### config.mk
export PLATFORM = sky130hd
export DESIGN_NAME = fbg_fifo
export DESIGN_NICKNAME = d
export VERILOG_FILES = /design/src/rtl/core/fbg_fifo.sv
export SDC_FILE = /design/constraint.sdc
export NUM_CORES = 1
export LEC_CHECK = 0
export BUFFER_PORTS_ARGS = -buffer_cell sky130_fd_sc_hd__buf_2
export CAP_MARGIN = 10
export CELL_PAD_IN_SITES_DETAIL_PLACEMENT = 0
export CELL_PAD_IN_SITES_GLOBAL_PLACEMENT = 1
export CORE_MARGIN = 8
export CORE_UTILIZATION = 35
export CTS_BUF_LIST = sky130_fd_sc_hd__clkbuf_16
export DETAILED_ROUTE_END_ITERATION = 12
export HOLD_SLACK_MARGIN = 0.08
export PLACE_DENSITY = 0.61
export SYNTH_ARGS = -nofsm -noshare
export SYNTH_HDL_FRONTEND = slang
export SYNTH_SLANG_ARGS = --single-unit
### constraint.sdc
create_clock -name clk -period 7.45 [get_ports clk]
set_clock_uncertainty 0.2 [all_clocks]
set_input_delay 1.49 -clock clk [delete_from_list [all_inputs] [get_ports clk]]
set_output_delay 1.49 -clock clk [all_outputs]
set_load 0.1 [all_outputs]
### src/rtl/core/fbg_fifo.sv
module fbg_fifo #(
  parameter int WIDTH = 8,
  parameter int DEPTH = 4
) (
  input  logic                       clk,
  input  logic                       rst,
  input  logic                       push,
  input  logic                       pop,
  input  logic [WIDTH-1:0]           din,
  output logic [WIDTH-1:0]           dout,
  output logic                       full,
  output logic                       empty,
  output logic [$clog2(DEPTH+1)-1:0] count
);

  localparam int PTR_W = $clog2(DEPTH);
  localparam int CNT_W = $clog2(DEPTH + 1);

  logic [WIDTH-1:0] mem [DEPTH];
  logic [PTR_W-1:0] wr_ptr, rd_ptr;
  logic [CNT_W-1:0] count_r;
  logic             do_push, do_pop;

  assign do_push = push && !full;
  assign do_pop  = pop && !empty;
  assign full    = (count_r == CNT_W'(DEPTH));
  assign empty   = (count_r == '0);
  assign count   = count_r;
  assign dout    = mem[rd_ptr];

  // pointers and fill level
  always_ff @(posedge clk) begin
    if (rst) begin
      wr_ptr  <= '0;
      rd_ptr  <= '0;
      count_r <= '0;
    end else begin
      if (do_push) begin
        wr_ptr <= (wr_ptr == PTR_W'(DEPTH - 1)) ? '0 : wr_ptr + 1'b1;
      end
      if (do_pop) begin
        rd_ptr <= (rd_ptr == PTR_W'(DEPTH - 1)) ? '0 : rd_ptr + 1'b1;
      end
      if (do_push && !do_pop) begin
        count_r <= count_r + 1'b1;
      end else if (do_pop && !do_push) begin
        count_r <= count_r - 1'b1;
      end
    end
  end

  // storage
  always_ff @(posedge clk) begin
    if (do_push) begin
      mem[wr_ptr] <= din;
    end
  end

endmodule

==> impl_metrics.csv, run 1 <==
group,metric,value,unit
worst_setup_path,rr_startpoint,"count[0]",
yosys,synth_adder_area_share,5.78,%
yosys,synth_top_area_share,58.4,%
clock_tree,cts_sinks,41,
clock_tree,source_to_sink_clock_delay_at_the_later_pin_of_the_worst_skew_pair,0.28,ns
detailed_routing,antenna_left,0,
clock_tree,cts_tree,"yes",
yosys,synth_cell_types,26,
clock_tree,cts.htree.levels,2,
timing,worst_slew_margin_rel,60.5,%
layout,drive_gt1_share,40.0,%
yosys,synth_simple_gate_area_share,5.70,%
layout,number_of_inserted_filler_cells_in_the_final_layout,419,
layout,area.sequential,1140,um2
worst_setup_path,cp_data_arrival_time,1.86,ns
yosys,synth_top_family_by_area,"multiplexers",
clock_tree,cts.path.max_buffers,2,
global_routing,grt_max_degree,14,
detailed_routing,routed_wirelength,2870,um
timing,timing.final.setup_violations,0,
yosys,ys.warnings.count,0,
detailed_routing,wl_per_cell,16.5,um
floorplanning,initial_core_util,35.5,%
worst_setup_path,reg2regPathDepth,9,
timing,worstMarginPinSlew,0.592,ns
layout,layout.cells.most_common,"edfxtp_1",
global_routing,wire_length_of_the_first_global_routing_pass,4640,um
worst_setup_path,crit_path_max_fanout,8,
yosys,yosys-mux-area-fraction,12.2,%
worst_setup_path,worst-endpoint-required,5.76,ns
worst_setup_path,timing.setup.critical_path_class,"flip-flop to output port",
place,placed_cells_incl_taps,166,
power,power.density_cell_area,451,nW/um2
layout,leading_cell_types_in_the_layout_fill_and_taps_excluded,"edfxtp_1, buf_2, dfxtp_1",
worst_setup_path,worstSetupEndpoint,"dout[5]",
place,routabilityCongestion,0.699,
power,lkg_pwr,0.738,nW
clock_tree,cts_hold_fix_bufs,0,
timing,final_max_slew_viol_count,0,
floorplanning,floorplan.die.width,84.6,um
yosys,syn-cell-area,1650,um2
timing,finalHoldViolations,0,
yosys,netlist.top_cell.by_area,"edfxtp_1",
floorplanning,core_region_area,4630,um2
global_routing,antenna_found_initial,0,
detailed_routing,via_per_inst,4.99,
yosys,synth-seq-area-share,69.4,%
hold_path,hold_path_class,"flip-flop to flip-flop",
power,largest_vdd_supply_drop,0.359,mV
yosys,yosys_register_bits,41,
worst_setup_path,regToRegSetupSlack,4.84,ns
floorplanning,placement_rows,25,
timing,grt_setup_unrepaired,"false",
clock_tree,cts_buffers,5,
yosys,xor_xnor_share_of_the_synthesized_area,1.06,%
yosys,synth.area.top_cells,"edfxtp_1, dfxtp_1, mux4_2",
clock_tree,cts.repair.resized,0,
place,post-dp-hpwl,2010,um
worst_setup_path,critPathCaptureType,"output port",
detailed_routing,dr.first_iter.drc_count,54,
floorplanning,top_level_ports,25,
clock_tree,cts_setup_buffers,0,
detailed_routing,drt_drc_violations_left,0,
layout,areaGrowthSynthToFinish,20.1,%
yosys,mappedNetlistNets,111,
clock_tree,clock_tree.root_cell,"clkbuf_16",
global_routing,gr-usage-all-layers,8.61,%
run,drv_cap,0,
detailed_routing,drt_first_pass_iters,4,
timing,fmax,0.281,GHz
outcome,outcome,"complete, no violations",
layout,antenna_cells_inserted,0,
floorplanning,dieArea,7150,um2
yosys,synth_compound_gate_area_share,3.04,%
timing,layout_min_cycle_time,3.55,ns
layout,nNetsFinal,138,
global_routing,first_global_vias,932,
yosys,post_synth.cell_area_avg,17.9,um2
detailed_routing,vias,869,
worst_setup_path,worstReg2RegEnd,"count[2]",
layout,multi_input_comb_area,457,um2
clock_tree,worst_setup_hold_path_clk_slew,0.05,ns
timing,post-route-period-util,47.7,%
floorplanning,floorplan.die.height,84.6,um
place,place.port_buffers,24,
worst_setup_path,critPathLaunchType,"flip-flop",
timing,setup_total_negative_slack,0,ns
global_routing,overflow,0,
yosys,syn-instance-count,92,
layout,final-instance-count-excl-fill,174,
## flip-flops by register name, summed over array words and instances, names as in the netlist, named ones only
name / flops
mem: 32
count: 3
rd_ptr: 2
wr_ptr: 2
## cell usage after synthesis
cell	number
dfxtp_1	9
nor2_2	1
nand2_1	1
and3_2	4
mux2i_1	2
ha_1	6
inv_1	4
buf_6	1
clkbuf_1	1
xor2_1	2
edfxtp_1	32
or3b_1	1
or3_2	1
buf_1	1
nand3_1	2
or3_1	1
nor3_1	2
o21ai_1	1
o21ai_0	1
o31ai_2	2
a21oi_1	3
mux4_2	8
nor2_1	3
fa_1	1
clkinv_4	1
buf_2	1
## cell families (layout without fill, tap and decap cells)
group | count (synthesis) | after routing
flip-flops | 41 | 41
adder cells (fa/ha/maj) | 7 | 7
XOR/XNOR | 2 | 2
multiplexers | 10 | 10
buffers and inverters | 9 | 37
AND/OR/NAND/NOR | 16 | 16
AO/OA/AOI/OAI | 7 | 7
## worst max-delay path: stages, from the launching register on
cell,delay (ns)
dfxtp_1,0.69
mux4_2,0.58
buf_2,0.31
## layout make-up
| class | count | area share (%) |
|---|---|---|
| timing repair buffer | 24 | 6.08 |
| clock buffer | 5 | 6.33 |
| inverter | 5 | 1.20 |
| sequential | 41 | 57.8 |
| multi-input combinational | 42 | 23.1 |
| clock inverter | 3 | 2.09 |
| tap | 54 | 3.42 |
## how the worst min path moves through the flow
stage / from / endpoint / slack, ns / cells past startpoint
final: rd_ptr[0] / rd_ptr[0] / 0.31 / 2
after global routing: rd_ptr[0] / rd_ptr[0] / 0.32 / 2
after CTS: rd_ptr[0] / rd_ptr[0] / 0.32 / 2
after detailed placement: rd_ptr[0] / rd_ptr[0] / 0.31 / 2
after global placement: rd_ptr[0] / rd_ptr[0] / 0.28 / 2
after floorplan: rd_ptr[0] / flip-flop / 0.26 / 2
## per-stage QoR
stage / util (%) / setup slack (ns) / hold WS (ns) / instance area [um2] / total power (W)
finish: 42.7 / 3.90 / 0.312 / 1980 / 0.000891
global route: 42.7 / 3.76 / 0.324 / 1980 / 0.000930
CTS: 42.7 / 3.83 / 0.319 / 1980 / 0.000902
detailed placement: 39.1 / 3.99 / 0.311 / 1810 / 0.000665
global placement: 39.1 / 4.06 / 0.277 / 1810 / 0.000660
floorplan: - / 2.83 / 0.263 / 1650 / 0.000612
## routing by layer
metal	GRT usage, %	routed length [um]
met5	0	0
met4	3.88	49
met3	3.90	153
met2	13.9	1390
met1	9.50	1280
## where the power goes
part           leakage, nW  internal [W]  switching [W]
sequential           0.367      0.000279      0.0000301
clock               0.0775      0.000157      0.0000796
combinational        0.294     0.0000780       0.000267
total                0.738      0.000514       0.000377
(Power assumes the default switching activity.)
==> run 2: changes to the inputs <==
Settings changed: ABC_AREA set to 1, PLACE_DENSITY 0.61 to 0.66.
Clock period 7.45 ns to 3.1 ns, I/O delays scaled along.
==> impl_metrics.csv, run 2 <==
group,metric,value,unit
outcome,outcome,"complete, no violations",
clock_tree,clock_tree.root_cell,"clkbuf_16",
layout,antenna_cells_inserted,0,
floorplanning,placement_rows,25,
clock_tree,worst_setup_hold_path_clk_slew,0.06,ns
yosys,yosys.cell_count.top_type,"nor2_1",
floorplanning,floorplan.die.width,85.6,um
timing,setup_total_negative_slack,0,ns
worst_setup_path,worst-endpoint-required,2.28,ns
detailed_routing,vias,1083,
layout,nNetsFinal,195,
yosys,netlist.top_cell.by_area,"edfxtp_1",
yosys,synth_cell_types,19,
floorplanning,initial_core_util,36.2,%
floorplanning,dieArea,7330,um2
worst_setup_path,ordered_list_of_cells_on_the_worst_path,"inv_2 > o21ai_0 > o22ai_1 > buf_2",
timing,finalHoldViolations,0,
yosys,synth.top_cells.by_count,"nor2_1, edfxtp_1, inv_1",
clock_tree,source_to_sink_clock_delay_at_the_later_pin_of_the_worst_skew_pair,0.28,ns
layout,area.sequential,1140,um2
run,drv_cap,0,
yosys,synth_top_area_share,56.6,%
layout,largest_register_ff_count,32,
floorplanning,top_level_ports,25,
layout,registers.top_by_ff_count,"mem",
yosys,synth_edf_count,32,
timing,post-route-period-util,86.6,%
detailed_routing,drt_drc_violations_left,0,
worst_setup_path,crit_path_max_fanout,17,
timing,worst_slew_margin_rel,46.4,%
detailed_routing,dr.first_iter.drc_count,55,
detailed_routing,wl_per_cell,13.4,um
global_routing,overflow,0,
detailed_routing,via_per_inst,4.69,
place,post-dp-hpwl,2200,um
worst_setup_path,crit_family,"flip-flops",
layout,leading_cell_types_in_the_layout_fill_and_taps_excluded,"nor2_1, edfxtp_1, buf_2",
detailed_routing,routed_wirelength,3100,um
yosys,synth-seq-area-share,67.3,%
clock_tree,cts.htree.levels,2,
layout,areaGrowthSynthToFinish,18.2,%
global_routing,first_global_vias,1116,
clock_tree,cts_hold_fix_bufs,0,
clock_tree,cts.repair.resized,0,
clock_tree,cts_setup_buffers,0,
layout,number_of_inserted_filler_cells_in_the_final_layout,456,
detailed_routing,drt_first_pass_iters,4,
detailed_routing,antenna_left,0,
yosys,synth_ff_type,"edfxtp_1",
timing,final_max_slew_viol_count,0,
yosys,yosys_register_bits,41,
yosys,synth.area.top_cells,"edfxtp_1, dfxtp_1, nor2_1",
clock_tree,cts_buffers,5,
clock_tree,cts.path.max_buffers,2,
timing,grt_setup_unrepaired,"false",
worst_setup_path,cp_data_arrival_time,1.87,ns
hold_path,hold_path_class,"input port to flip-flop",
timing,layout_min_cycle_time,2.69,ns
global_routing,wire_length_of_the_first_global_routing_pass,5290,um
global_routing,antenna_found_initial,0,
clock_tree,cts_sinks,41,
yosys,syn-cell-area,1700,um2
worst_setup_path,cp_slowest_cell,"dfxtp_1",
place,place.port_buffers,24,
yosys,ys_async_sr_fraction,0,%
timing,timing.final.setup_violations,0,
worst_setup_path,path_buf_inv,2,
worst_setup_path,timing.setup.critical_path_class,"flip-flop to output port",
worst_setup_path,critPathLaunchType,"flip-flop",
layout,multi_input_comb_area,465,um2
hold_path,timing.hold.worst.start,"rst",
global_routing,gr-usage-all-layers,9.38,%
floorplanning,floorplan.die.height,85.6,um
timing,worstMarginPinSlew,0.801,ns
worst_setup_path,critPathCaptureType,"output port",
layout,drive_gt1_share,20.3,%
worst_setup_path,worst_path_largest_cell_delay,0.68,ns
floorplanning,core_region_area,4690,um2
yosys,post_synth.cell_area_avg,11.5,um2
yosys,ys.warnings.count,0,
layout,layout.cells.most_common,"nor2_1",
global_routing,grt_max_degree,18,
clock_tree,cts_tree,"yes",
place,routabilityCongestion,0.701,
yosys,mappedNetlistNets,166,
worst_setup_path,rr_startpoint,"count[1]",
timing,fmax,0.372,GHz
yosys,syn-instance-count,147,
-- run 2: changes by cell type after synthesis, moves of 2 or more --
cell      delta
and3_2       -4
o21ai_0     +12
nand3b_1     +2
mux4_2       -8
o22ai_1      +8
nor2_1      +30
o31ai_2      -2
nand2_1     +12
o21ai_2      +3
nor3_1       -2
inv_1       +13
mux2i_1      -2
-- run 2: cell type report --
| type | count | share of cell area [%] |
|---|---|---|
| flip-flops and latches | 41 | 56.9 |
| repair buffers | 24 | 5.99 |
| inverters | 18 | 3.37 |
| multi-input cells | 86 | 23.2 |
| well taps | 54 | 3.37 |
| clock buffers | 5 | 6.24 |
| clock inverters | 3 | 0.936 |
-- run 2: routing by layer --
layer  global-route usage, %  wire [um]
met5                       0          0
met4                    3.98         47
met3                    3.92        149
met2                    15.2       1560
met1                    10.6       1340
-- run 2: stage by stage --
stage	hold WS [ns]	utilization [%]	std cells	area (um2)	worst slack, ns
2_1_floorplan	0.283	-	147	1700	0.179
5_1_grt	0.325	42.7	231	2010	0.244
6_report	0.307	42.7	231	2010	0.414
4_1_cts	0.303	42.7	231	2010	0.359
3_3_place_gp	0.314	39.7	223	1860	0.758
3_5_place_dp	0.323	39.7	223	1860	0.688
-- run 2: worst register-to-register path: stages, from the launching register on --
cell and delay (ns):
dfxtp_1 0.39, nor2_1 0.08, nand2_1 0.14, nand2_2 0.12
inv_1 0.08, ha_1 0.16, inv_1 0.07, fa_1 0.38
inv_1 0.07, nand2_1 0.06, nand3_1 0.08, nand2_1 0.05
inv_1 0.04, nor2_1 0.04
-- run 2: kinds of logic (layout without fill, tap and decap cells) --
kind of cell             count (synthesis)  after routing  synth area share (%)
flip-flops                              41             41                  67.3
buffers and inverters                   20             50                  5.31
AND/OR/NAND/NOR                         51             51                  12.1
AO/OA/AOI/OAI                           27             27                  9.22
XOR/XNOR                                 1              1                 0.516
adder cells (fa/ha/maj)                  7              7                  5.60
-- run 2: worst paths after layout --
path          endpoint  slack [ns]  cells after the start
min           count[0]        0.31                      2
min reg2reg  rd_ptr[1]        0.33                      2
max            dout[7]        0.41                      4
max reg2reg   count[2]        1.04                     13
Power of run 2 is not shown: default switching activity piles up to over one toggle a cycle in this logic, so the estimate is an artifact.
