$ cat src/rtl/core/fbg_pkg.sv
package fbg_pkg;

  // Default sizes of the block
  localparam int FONT_BYTES_DEF      = 8192;
  localparam int MAX_FONT_WIDTH_DEF  = 16;
  localparam int MAX_FONT_HEIGHT_DEF = 32;
  localparam int COORD_BITS_DEF      = 12;

  // Fixed field widths
  localparam int FONT_WIDTH_W  = 5;
  localparam int FONT_HEIGHT_W = 6;
  localparam int PITCH_W       = 15;
  localparam int WORD_ADDR_W   = 30;
  localparam int COLOR_W       = 32;
  localparam int MASK_W        = 16;
  localparam int CFG_DATA_W    = 30;
  localparam int CFG_INDEX_W   = 2;

  // Queue depths
  localparam int CMD_DEPTH = 4;
  localparam int OUT_DEPTH = 4;
  localparam int OUT_CNT_W = $clog2(OUT_DEPTH + 1);

  // Input modes
  localparam logic [1:0] MODE_LOAD        = 2'd0;
  localparam logic [1:0] MODE_DRAW_XY     = 2'd1;
  localparam logic [1:0] MODE_DRAW_CURSOR = 2'd2;

  // Register indexes
  localparam logic [CFG_INDEX_W-1:0] REG_FONT_WIDTH  = 2'd0;
  localparam logic [CFG_INDEX_W-1:0] REG_FONT_HEIGHT = 2'd1;
  localparam logic [CFG_INDEX_W-1:0] REG_PITCH       = 2'd2;
  localparam logic [CFG_INDEX_W-1:0] REG_FRAME_BASE  = 2'd3;

  // Register reset values
  localparam logic [FONT_WIDTH_W-1:0]  FONT_WIDTH_RST  = 5'd8;
  localparam logic [FONT_HEIGHT_W-1:0] FONT_HEIGHT_RST = 6'd16;
  localparam logic [PITCH_W-1:0]       PITCH_RST       = 15'd4096;
  localparam logic [WORD_ADDR_W-1:0]   FRAME_BASE_RST  = '0;

  // Framebuffer geometry seen by the row sequencer
  typedef struct packed {
    logic [PITCH_W-1:0]     pitch;
    logic [WORD_ADDR_W-1:0] base;
  } fbg_geom_t;

  // One result beat
  typedef struct packed {
    logic [WORD_ADDR_W-1:0] word_address;
    logic [MASK_W-1:0]      pixel_mask;
    logic [COLOR_W-1:0]     row_color;
    logic                   last_row;
  } fbg_result_t;

  // Font bytes are MSB-first: bit 7 is the leftmost pixel
  function automatic logic [7:0] rev8(input logic [7:0] b);
    logic [7:0] r;
    for (int i = 0; i < 8; i++) begin
      r[i] = b[7-i];
    end
    return r;
  endfunction

endpackage

$ cat src/rtl/core/fbg_front.sv
module fbg_front #(
  parameter int FONT_BYTES      = fbg_pkg::FONT_BYTES_DEF,
  parameter int MAX_FONT_WIDTH  = fbg_pkg::MAX_FONT_WIDTH_DEF,
  parameter int MAX_FONT_HEIGHT = fbg_pkg::MAX_FONT_HEIGHT_DEF,
  parameter int COORD_BITS      = fbg_pkg::COORD_BITS_DEF,
  parameter int GLYPH_W         = 15,
  parameter int ACC_W           = 28,
  parameter int CMD_W           = 100
) (
  input  logic                                 clk,
  input  logic                                 rst,
  // input beats
  input  logic                                 push,
  input  logic [1:0]                           mode,
  input  logic [11:0]                          x_pos,
  input  logic [11:0]                          y_pos,
  input  logic [7:0]                           character,
  input  logic [31:0]                          pixel_color,
  input  logic [12:0]                          load_index,
  input  logic [7:0]                           load_byte,
  input  logic                                 full,
  // configuration
  input  logic                                 cfg_write,
  input  logic [fbg_pkg::CFG_INDEX_W-1:0]      cfg_index,
  input  logic [fbg_pkg::CFG_DATA_W-1:0]       cfg_data,
  // command queue
  output logic                                 cmd_push,
  output logic [CMD_W-1:0]                     cmd_data,
  output fbg_pkg::fbg_geom_t                   geom
);

  localparam logic [GLYPH_W:0] FONT_LIMIT = (GLYPH_W + 1)'(FONT_BYTES);

  logic [fbg_pkg::FONT_WIDTH_W-1:0]  font_width, w_eff;
  logic [fbg_pkg::FONT_HEIGHT_W-1:0] font_height, h_eff;
  logic [fbg_pkg::PITCH_W-1:0]       pitch_bytes;
  logic [fbg_pkg::WORD_ADDR_W-1:0]   frame_base_word;
  logic [COORD_BITS-1:0]             cursor_col, cursor_row;
  logic [COORD_BITS-1:0]             x_sel, y_sel, col_next;
  logic                              bpr2;
  logic [fbg_pkg::MASK_W-1:0]        wmask;
  logic [13:0]                       char_h;
  logic [GLYPH_W-1:0]                glyph, load_addr;
  logic [ACC_W-1:0]                  acc;
  logic                              accept, is_draw, load_ok;

  // configuration registers
  always_ff @(posedge clk) begin
    if (rst) begin
      font_width      <= fbg_pkg::FONT_WIDTH_RST;
      font_height     <= fbg_pkg::FONT_HEIGHT_RST;
      pitch_bytes     <= fbg_pkg::PITCH_RST;
      frame_base_word <= fbg_pkg::FRAME_BASE_RST;
    end else if (cfg_write) begin
      case (cfg_index)
        fbg_pkg::REG_FONT_WIDTH:  font_width      <= cfg_data[fbg_pkg::FONT_WIDTH_W-1:0];
        fbg_pkg::REG_FONT_HEIGHT: font_height     <= cfg_data[fbg_pkg::FONT_HEIGHT_W-1:0];
        fbg_pkg::REG_PITCH:       pitch_bytes     <= cfg_data[fbg_pkg::PITCH_W-1:0];
        fbg_pkg::REG_FRAME_BASE:  frame_base_word <= cfg_data;
        default: ;
      endcase
    end
  end

  assign geom.pitch = pitch_bytes;
  assign geom.base  = frame_base_word;

  // clamp glyph size
  always_comb begin
    if (font_width == '0) begin
      w_eff = 5'd1;
    end else if (font_width > 5'(MAX_FONT_WIDTH)) begin
      w_eff = 5'(MAX_FONT_WIDTH);
    end else begin
      w_eff = font_width;
    end
    if (font_height == '0) begin
      h_eff = 6'd1;
    end else if (font_height > 6'(MAX_FONT_HEIGHT)) begin
      h_eff = 6'(MAX_FONT_HEIGHT);
    end else begin
      h_eff = font_height;
    end
  end

  // one or two font bytes per glyph row
  assign bpr2   = (w_eff > 5'd8);
  assign wmask  = fbg_pkg::MASK_W'((17'd1 << w_eff) - 17'd1);
  assign char_h = {6'd0, character} * {8'd0, h_eff};
  assign glyph  = bpr2 ? (GLYPH_W'(char_h) << 1) : GLYPH_W'(char_h);

  // origin: explicit or cursor
  assign x_sel    = (mode == fbg_pkg::MODE_DRAW_XY) ? COORD_BITS'(x_pos) : cursor_col;
  assign y_sel    = (mode == fbg_pkg::MODE_DRAW_XY) ? COORD_BITS'(y_pos) : cursor_row;
  assign col_next = x_sel + COORD_BITS'(w_eff);
  assign acc      = ACC_W'(y_sel) * ACC_W'(pitch_bytes);

  // classify
  assign accept    = push && !full;
  assign is_draw   = (mode == fbg_pkg::MODE_DRAW_XY) || (mode == fbg_pkg::MODE_DRAW_CURSOR);
  assign load_addr = GLYPH_W'(load_index);
  assign load_ok   = (mode == fbg_pkg::MODE_LOAD) && ({1'b0, load_addr} < FONT_LIMIT);
  assign cmd_push  = accept && (is_draw || load_ok);

  // command word: load, color, x, y*pitch, glyph start, height, two bytes, width mask
  always_comb begin
    if (is_draw) begin
      cmd_data = {1'b0, pixel_color, x_sel, acc, glyph, h_eff, bpr2, wmask};
    end else begin
      cmd_data = {1'b1, 32'd0, COORD_BITS'(0), ACC_W'(0), load_addr,
                  fbg_pkg::FONT_HEIGHT_W'(0), 1'b0, 8'd0, load_byte};
    end
  end

  // text cursor
  always_ff @(posedge clk) begin
    if (rst) begin
      cursor_col <= '0;
      cursor_row <= '0;
    end else if (accept && is_draw) begin
      cursor_col <= col_next;
      cursor_row <= y_sel;
    end
  end

  a_cursor_advance: assert property (@(posedge clk) disable iff (rst)
    (push && !full && mode == fbg_pkg::MODE_DRAW_CURSOR) |=>
      (cursor_col == $past(col_next) && $stable(cursor_row)))
    else $error("cursor did not advance by the glyph width");

endmodule

$ cat config.mk
export PLATFORM = sky130hd
export DESIGN_NAME = fbg_front
export DESIGN_NICKNAME = d
export VERILOG_FILES = /design/src/rtl/core/fbg_pkg.sv /design/src/rtl/core/fbg_front.sv
export SDC_FILE = /design/constraint.sdc
export NUM_CORES = 1
export LEC_CHECK = 0
export BUFFER_PORTS_ARGS = -buffer_cell sky130_fd_sc_hd__buf_2
export CAP_MARGIN = 10
export CORE_MARGIN = 2
export CORE_UTILIZATION = 36
export DETAILED_ROUTE_END_ITERATION = 8
export PLACE_DENSITY = 0.6
export SYNTH_ARGS = -nofsm -noshare
export SYNTH_HDL_FRONTEND = slang
export SYNTH_SLANG_ARGS = --single-unit
$ cat constraint.sdc
create_clock -name clk -period 7.65 [get_ports clk]
set_input_delay 0.3825 -clock clk [delete_from_list [all_inputs] [get_ports clk]]
set_output_delay 0.3825 -clock clk [all_outputs]
set_load 0.05 [all_outputs]
==> impl_results.rst, run 1 <==
.. list-table::
   :header-rows: 1

   * - Metric
     - Value
   * - Proportion of layout cells with a drive suffix above 1
     - 18.33%
   * - Setup Buffers After CTS
     - 0
   * - Clock transition at path regs
     - 0.07 ns
   * - Post-Syn Area per Cell
     - 7.824 um2
   * - Clock sink count
     - 80
   * - Cell area power density
     - 114.1 nW/um2
   * - Post-CTS Hold Buffers
     - 0
   * - Syn Nets
     - between 1.5k and 2k
   * - Leading cell types by total area after synthesis
     - fa_1 26%, dfxtp_1 13%, ha_1 10%
   * - Clock tree from TritonCTS
     - built
   * - CTS buffer count
     - 9
   * - Final max-slew violation count
     - 0
   * - Post-Syn Instances
     - 1,534
   * - Critical-path cell with the highest stage delay
     - fa_1
   * - # nets final
     - 2,094
   * - Placement Cell Area
     - 13,550 um2
   * - Startpoint kind of the worst setup timing path
     - input pin
   * - Critical path type
     - in -> out
   * - Peak Freq
     - 148.7 MHz
   * - R2r startpoint
     - font_width[2]
   * - Die area
     - 34,820 um2
   * - Total standard cell area after synthesis
     - 12,000 um2
   * - Post-layout utilization of the core
     - 42.37%
   * - Io pins
     - 270
   * - Layout-stage area growth over the synthesis result
     - 15.43%
   * - Antenna Nets Post-Route
     - 0
   * - Total routed wirelength
     - 32,440 um
   * - Worst-case headroom to the max-slew limit
     - between 20 and 30%
   * - Hold path startpoint
     - cfg_data[12]
   * - Critical Path Max Stage Delay
     - 0.55 ns
   * - Largest area contributor in the synthesized netlist
     - fa_1
   * - Residual DRC count
     - 0
   * - Cell at the root of the clock tree
     - clkbuf_16
   * - Flop2flop setup slack
     - 4.67 ns
   * - Worst endpoint data arrival time
     - 6.34 ns
   * - Vias in the first global route
     - between 10k and 15k
   * - Clock skew
     - between 0.005 and 0.006 ns
   * - Critical Path End Type
     - output pin
   * - Class of the worst hold path
     - in -> reg
   * - Cells resized by post-CTS repair
     - 0
   * - Worst Hold End
     - pitch_bytes[12]
   * - Synth Warn #
     - 0
   * - Wire length of the first global-routing pass
     - 54,190 um
   * - Die X
     - 186.6 um
   * - VDD IR-drop max
     - 0.1409 mV
   * - R2R cell count
     - 12
   * - Seq cells post-synth
     - 80
   * - Async set-reset flop share out of synthesis
     - 0%
   * - Routed length per instance
     - 14.96 um
   * - Status
     - finished clean
   * - Minimum period implied by the final worst setup slack
     - ~6.7 ns
   * - Pin count of the biggest net entering global routing
     - 91
   * - Total leakage power
     - about 0.007 uW
   * - Post-synth top cells
     - 292 x nand2_1, 215 x inv_1, 155 x fa_1
   * - Required time of the critical path
     - between 7 and 8 ns
   * - Routed via count divided by cell count
     - 4.967
   * - Number of cells after detailed placement
     - between 2k and 2.5k
   * - Number of antenna violations at the first check in global routing
     - 2
   * - Post-Layout Cell Count
     - 2,168
   * - Routability congestion estimate
     - about 0.87
   * - Most common cell in the synthesized netlist
     - nand2_1
   * - FP Rows
     - between 60 and 70
   * - Core region area
     - 32,700 um2
   * - Hold-critical path depth
     - 3
   * - Ordered list of cells on the worst path
     - buf_2 -> inv_1 -> ha_4 -> mux2_2 -> and2_1 -> fa_1 -> inv_1 -> fa_1 -> inv_1 -> fa_1 -> fa_1 -> inv_1 -> fa_1 -> inv_1 -> ha_1 -> a21o_1 -> a31o_1 -> a211o_1 -> o211ai_1 -> o221a_1 -> mux2_4 -> buf_2
   * - Max-cap check violation count
     - 0
   * - Initial core utilization
     - 36.70%
   * - Clock latency reported for the late side of the worst-skew pair
     - ~0.34 ns
   * - Count of routing violations after the opening detailed-route iteration
     - 410
   * - Top-area cell type share of the netlist area
     - 25.85%
   * - Final hold slack
     - roughly 0.27 ns
   * - Final-report hold violation count
     - 0
   * - Area of all placed cells without fillers
     - 13,850 um2
   * - Most common flop cell mapped by yosys
     - dfxtp_1
   * - Max Root-Sink Buffers
     - 2
   * - Final setup violating endpoints
     - 0
   * - R2r endpoint
     - cursor_col[6]
   * - Unrepaired setup endpoints after global routing
     - no
   * - Total congestion overflow
     - 0
   * - Total via count after detailed routing
     - 10.77k
   * - Setup TNS
     - 0 ns
   * - Distinct cell type count of the synthesized netlist
     - 69
   * - Crit Path Max Fanout
     - 16
   * - Port bufs
     - 258
   * - Share of the clock period used by the worst path
     - approximately 88%
   * - Aggregate global-route resource usage
     - 18.74%
   * - EDFF count, synth
     - 0
   * - Die height
     - 186.6 um
   * - Sequential share of the synthesized area
     - about an eighth
   * - Worst-margin pin slew
     - 1.110 ns
   * - Pre-antenna DRT Iters
     - 5
   * - Depth of the CTS H-tree
     - 3
   * - Detailed placement HPWL
     - 25,460 um
[metal layers]
| metal | global-route usage (%) | vias to the layer above | wire (um) |
|---|---|---|---|
| met3 | 3.423 | 42 | 1860 |
| li1 | - | 5233 | - |
| met4 | 4.365 | 2 | 555 |
| met2 | 34.01 | 261 | 16150 |
| met5 | 0 | - | 7 |
| met1 | 22.96 | 5231 | 13870 |
[worst max-delay path: cells and delay by family]
| kind | cells | cell delay [ns] |
|---|---|---|
| compound gates | 5 | 1.16 |
| fa+ha+maj | 7 | 3.10 |
| buf+inv | 7 | 0.59 |
| mux | 2 | 0.83 |
| simple gates | 1 | 0.25 |
[layout by cell type (no fill, tap or decap), drive strengths merged, types with 5 or more instances in the layout]
cell	netlist	final
nand2	293	293
buf	18	264
inv	215	219
fa	155	155
ha	96	96
a21oi	95	95
nor2	88	88
dfxtp	80	80
and2	80	80
nor2b	55	55
nor3	38	38
o21ai	33	33
mux2	26	26
mux2i	23	23
a21o	15	15
nand3	13	13
xnor2	13	13
o211ai	10	10
xor2	9	9
clkbuf	72	9
a211oi	9	9
a31oi	7	7
and3	6	6
or2	6	6
o21a	5	5
nand3b	5	5
[flip-flops by register name, summed over array words and instances (netlist names)]
register	flops
cursor_col	12
pitch_bytes	15
cursor_row	12
frame_base_word	30
font_width	5
font_height	6
[worst max path at each step]
| stage | from | end | slack, ns |
|---|---|---|---|
| floorplan | mode[1] | cmd_data[55] | 0.73 |
| global route | mode[1] | cmd_data[63] | 0.67 |
| finish | mode[1] | cmd_data[61] | 0.92 |
| detailed placement | mode[1] | cmd_data[61] | 0.91 |
| CTS | mode[1] | cmd_data[61] | 0.91 |
| global placement | mode[1] | cmd_data[61] | 0.94 |
[area by class of cell]
type / count / area (um2)
antenna: 2 / 5.005
clock buffer: 9 / 225.2
clock inverter: 7 / 62.56
fill: 3429 / 18850
inverter: 215 / 807.0
multi-input combinational: 1149 / 9256
sequential: 80 / 1602
tap: 442 / 553.0
timing repair buffer: 264 / 1344
[power by group]
part	switching, uW	internal [uW]
Combinational	495	215
Clock	188	227
Sequential	23.5	433
[per-stage QoR]
step           worst slack, ns  power [uW]
5_1_grt                 0.6679        1684
6_report                0.9249        1581
4_1_cts                 0.9052        1600
3_5_place_dp            0.9150        1179
3_3_place_gp            0.9372        1172
2_1_floorplan           0.7323       990.0
[cell families (layout without fill, tap and decap cells)]
logic type	after synthesis	after routing	synth area share [%]
fa+ha+maj	251	251	35.86
compound gates	218	218	11.60
simple gates	607	607	23.48
xor+xnor	22	22	1.605
buf+inv	305	495	9.663
mux	49	49	4.389
other cells	2	4	0.06257
flops	80	80	13.34
Note: power is estimated with default switching activity, not from simulation.
==> run 2: changes to the inputs <==
--- a/config.mk
+++ b/config.mk
@@ -12,4 +12,5 @@
 export DETAILED_ROUTE_END_ITERATION = 8
 export PLACE_DENSITY = 0.6
+export SKIP_CTS_REPAIR_TIMING = 1
 export SYNTH_ARGS = -nofsm -noshare
 export SYNTH_HDL_FRONTEND = slang
==> constraint.sdc (replaced) <==
create_clock -name clk -period 8.5 [get_ports clk]
set_input_delay 1.7 -clock clk [delete_from_list [all_inputs] [get_ports clk]]
set_output_delay 1.7 -clock clk [all_outputs]
set_load 0.05 [all_outputs]
==> run 2 against run 1 <==
Effect of this change: the flow now finishes with violations (negative setup slack); clock power grew 2%; clock skew increased by 0.00070 ns; via count up 4.3%; cell area up 10%; flip-flop and latch count unchanged; count of clock-buffer cells in the layout unchanged; sequential share of layout area is 1.1 points lower; sequential power decreased by 9.9%; critical path depth fell by 1.
==> impl_results.rst, run 2 (synthesized netlist as in run 1, its figures left out) <==
.. list-table::
   :header-rows: 1

   * - Metric
     - Value
   * - Status
     - complete, but fails checks (was finished clean)
   * - Violations in the final reports
     - negative setup slack
   * - Final setup violating endpoints
     - 14 (was 0)
   * - Biggest regs
     - frame_base_word (30), pitch_bytes (15) (unchanged)
   * - Clock transition at path regs
     - 0.06 ns (was 0.07 ns)
   * - R2R cell count
     - 12 (unchanged)
   * - Depth of the CTS H-tree
     - 3 (unchanged)
   * - Residual DRC count
     - 0 (unchanged)
   * - Die X
     - 186.6 um (unchanged)
   * - Worst endpoint data arrival time
     - 7.24 ns (was 6.34 ns)
   * - Io pins
     - 270 (unchanged)
   * - Worst Hold End
     - frame_base_word[27] (was pitch_bytes[12])
   * - Post-Layout Cell Count
     - 2,267 (was 2,168)
   * - Startpoint kind of the worst setup timing path
     - input pin (unchanged)
   * - R2r startpoint
     - font_width[2] (unchanged)
   * - Antenna Nets Post-Route
     - 0 (unchanged)
   * - Number of cells after detailed placement
     - 2,232 (was 2,149)
   * - Clock tree from TritonCTS
     - built (unchanged)
   * - Final max-slew violation count
     - 0 (unchanged)
   * - Commonest cells after routing, fill and taps aside
     - 285 x nand2_1, 238 x buf_2, 206 x inv_1, 148 x fa_1, 98 x buf_4 (was 292 x nand2_1, 258 x buf_2, 215 x inv_1, 155 x fa_1)
   * - Critical Path End Type
     - output pin (unchanged)
   * - Clock latency reported for the late side of the worst-skew pair
     - 0.34 ns (about the same)
   * - Met3 capacity usage during global routing
     - 3.555% (was 3.423%)
   * - Crit Path Max Fanout
     - 9 (was 16)
   * - Class of the worst hold path
     - reg -> reg (was in -> reg)
   * - Routed via count divided by cell count
     - 4.953 (was 4.967)
   * - Core region area
     - 32,700 um2 (unchanged)
   * - Grt met2 use
     - 34.49% (was 34.01%)
   * - Number of inserted filler cells in the final layout
     - 3,301 (was 3,429)
   * - Layout-stage area growth over the synthesis result
     - 27.50% (was 15.43%)
   * - Worst-case headroom to the max-slew limit
     - 21.05% (was 25.98%)
   * - Smallest setup slack after layout
     - -0.4422 ns (was 0.9249 ns)
   * - Die area
     - 34,820 um2 (unchanged)
   * - Flip-flop count of the largest register, all copies and words added
     - 30 (unchanged)
   * - Placement Cell Area
     - 14,470 um2 (was 13,550 um2)
   * - Total power of the final layout
     - 1559 uW (was 1581 uW)
   * - Worst-margin pin slew
     - 1.184 ns (was 1.110 ns)
   * - Flop2flop setup slack
     - 5.55 ns (was 4.67 ns)
   * - Cell area power density
     - 101.9 nW/um2 (was 114.1 nW/um2)
   * - Critical-path cell with the highest stage delay
     - fa_2 (was fa_1)
   * - Total leakage power
     - 0.007614 uW (was 0.006964 uW)
   * - Ordered list of cells on the worst path
     - buf_12 -> inv_12 -> ha_4 -> buf_8 -> mux2_4 -> and2_1 -> fa_1 -> fa_1 -> fa_2 -> fa_1 -> inv_1 -> fa_2 -> inv_2 -> ha_4 -> a21o_1 -> a31o_1 -> a211o_1 -> o211ai_1 -> o221a_1 -> mux2_4 -> buf_8 (was buf_2 -> inv_1 -> ha_4 -> mux2_2 -> and2_1 -> fa_1 -> inv_1 -> fa_1 -> inv_1 -> fa_1 -> fa_1 -> inv_1 -> fa_1 -> inv_1 -> ha_1 -> a21o_1 -> a31o_1 -> a211o_1 -> o211ai_1 -> o221a_1 -> mux2_4 -> buf_2)
   * - Biggest register
     - frame_base_word (unchanged)
   * - Cell at the root of the clock tree
     - clkbuf_16 (unchanged)
   * - Hold-critical path depth
     - 2 (was 3)
   * - Worst slack, placed
     - -0.5310 ns (was 0.9150 ns)
   * - Die height
     - 186.6 um (unchanged)
   * - Proportion of layout cells with a drive suffix above 1
     - 26.97% (was 18.33%)
   * - Final-report hold violation count
     - 0 (unchanged)
   * - Combined area of the multi-input logic cells
     - 9762 um2 (was 9256 um2)
   * - Total congestion overflow
     - 0 (unchanged)
   * - R2r endpoint
     - cursor_col[6] (unchanged)
   * - # nets final
     - 2,194 (was 2,094)
   * - Aggregate global-route resource usage
     - 18.97% (was 18.74%)
   * - Clock skew
     - 0.005778 ns (was 0.005078 ns)
   * - Share of the clock period used by the worst path
     - 105.2%
   * - Unrepaired setup endpoints after global routing
     - yes (was no)
   * - Clock sink count
     - 80 (unchanged)
   * - Peak Freq
     - 111.8 MHz
   * - Routed length per instance
     - 14.81 um (was 14.96 um)
   * - Critical path type
     - in -> out (unchanged)
   * - Max Root-Sink Buffers
     - 2 (unchanged)
   * - Max-cap check violation count
     - 0 (unchanged)
   * - Minimum period implied by the final worst setup slack
     - about 9 ns
   * - Pin count of the biggest net entering global routing
     - 85 (was 91)
   * - CTS buffer count
     - 9 (unchanged)
   * - Routability congestion estimate
     - 0.9064 (was 0.8663)
   * - Hold path startpoint
     - frame_base_word[27] (was cfg_data[12])
   * - CP dominant cell by count
     - fa_1
   * - Pre-antenna DRT Iters
     - 5 (unchanged)
   * - Leading cell type in the layout, fill and taps excluded
     - nand2_1 (unchanged)
   * - Critical Path Max Stage Delay
     - 0.52 ns (was 0.55 ns)
   * - Total routed wirelength
     - 33,580 um (was 32,440 um)
   * - Wire length of the first global-routing pass
     - 55,450 um (was 54,190 um)
   * - Required time of the critical path
     - 6.80 ns (was 7.27 ns)
   * - Count of routing violations after the opening detailed-route iteration
     - 390 (was 410)
   * - Vias in the first global route
     - 11.48k (was 11.05k)
   * - Number of antenna violations at the first check in global routing
     - 2 (unchanged)
   * - Port bufs
     - 258 (unchanged)
   * - Initial core utilization
     - 36.70% (unchanged)
   * - FP Rows
     - 66 (unchanged)
   * - Total via count after detailed routing
     - 11.23k (was 10.77k)
   * - Area of all placed cells without fillers
     - 15,300 um2 (was 13,850 um2)
   * - Setup TNS
     - -3.376 ns (was 0 ns)
   * - Detailed placement HPWL
     - 26,750 um (was 25,460 um)
   * - VDD IR-drop max
     - 0.1141 mV (was 0.1409 mV)
   * - Global-route met1 utilization
     - 23.03% (was 22.96%)
   * - GRT busiest layer
     - met2 (unchanged)
   * - Total area of sequential cells
     - 1602 um2 (unchanged)
[run 2: cell types whose count changed in the layout (fill, tap and decap cells not counted), sizes merged]
cell,change
mux2,+3
inv,-2
buf,+97
bufinv,+2
diode,-1
[run 2: area by class of cell]
| type | instances | area share [%] |
|---|---|---|
| Timing Repair Buffer | 361 | 14.62 |
| Inverter | 215 | 5.355 |
| Multi-Input combinational cell | 1152 | 63.79 |
| Sequential cell | 80 | 10.47 |
| Clock inverter | 7 | 0.6704 |
| Clock buffer | 9 | 1.472 |
| Tap cell | 442 | 3.614 |
| Antenna cell | 1 | 0.01635 |
[run 2: metrics by stage]
step | util [%] | hold slack [ns]
floorplan | - | 0.4294
global placement | 44.25 | 0.4382
detailed placement | 44.25 | 0.4441
CTS | 45.25 | 0.4531
global route | 46.79 | 0.4707
finish | 46.80 | 0.4525
[run 2: worst max-delay path by stage]
stage                        from           end  slack [ns]  cells after the start
after global placement    mode[1]  cmd_data[61]       -0.52                     23
after floorplan           mode[1]  cmd_data[58]       -0.04                     21
after detailed placement  mode[1]  cmd_data[61]       -0.53                     22
after CTS                 mode[1]  cmd_data[61]       -0.54                     22
after global routing      mode[1]  cmd_data[61]       -0.63                     22
final                     mode[1]  cmd_data[61]       -0.44                     21
[run 2: where the power goes]
group          switching [uW]  internal [uW]
logic                     471            255
registers                21.8            389
clock network             162            260
total                     654            905
[run 2: critical path: cells and delay by family]
family	cells	cell delay, ns
simple gates	1	0.20
mux	2	0.69
buf+inv	6	0.54
fa+ha+maj	7	2.91
compound gates	5	1.18
[run 2: metal layers]
metal	vias up	part of all wire [%]
met5	-	0
met4	0	1.8
li1	5441	-
met2	293	50
met1	5452	42
met3	43	6.4
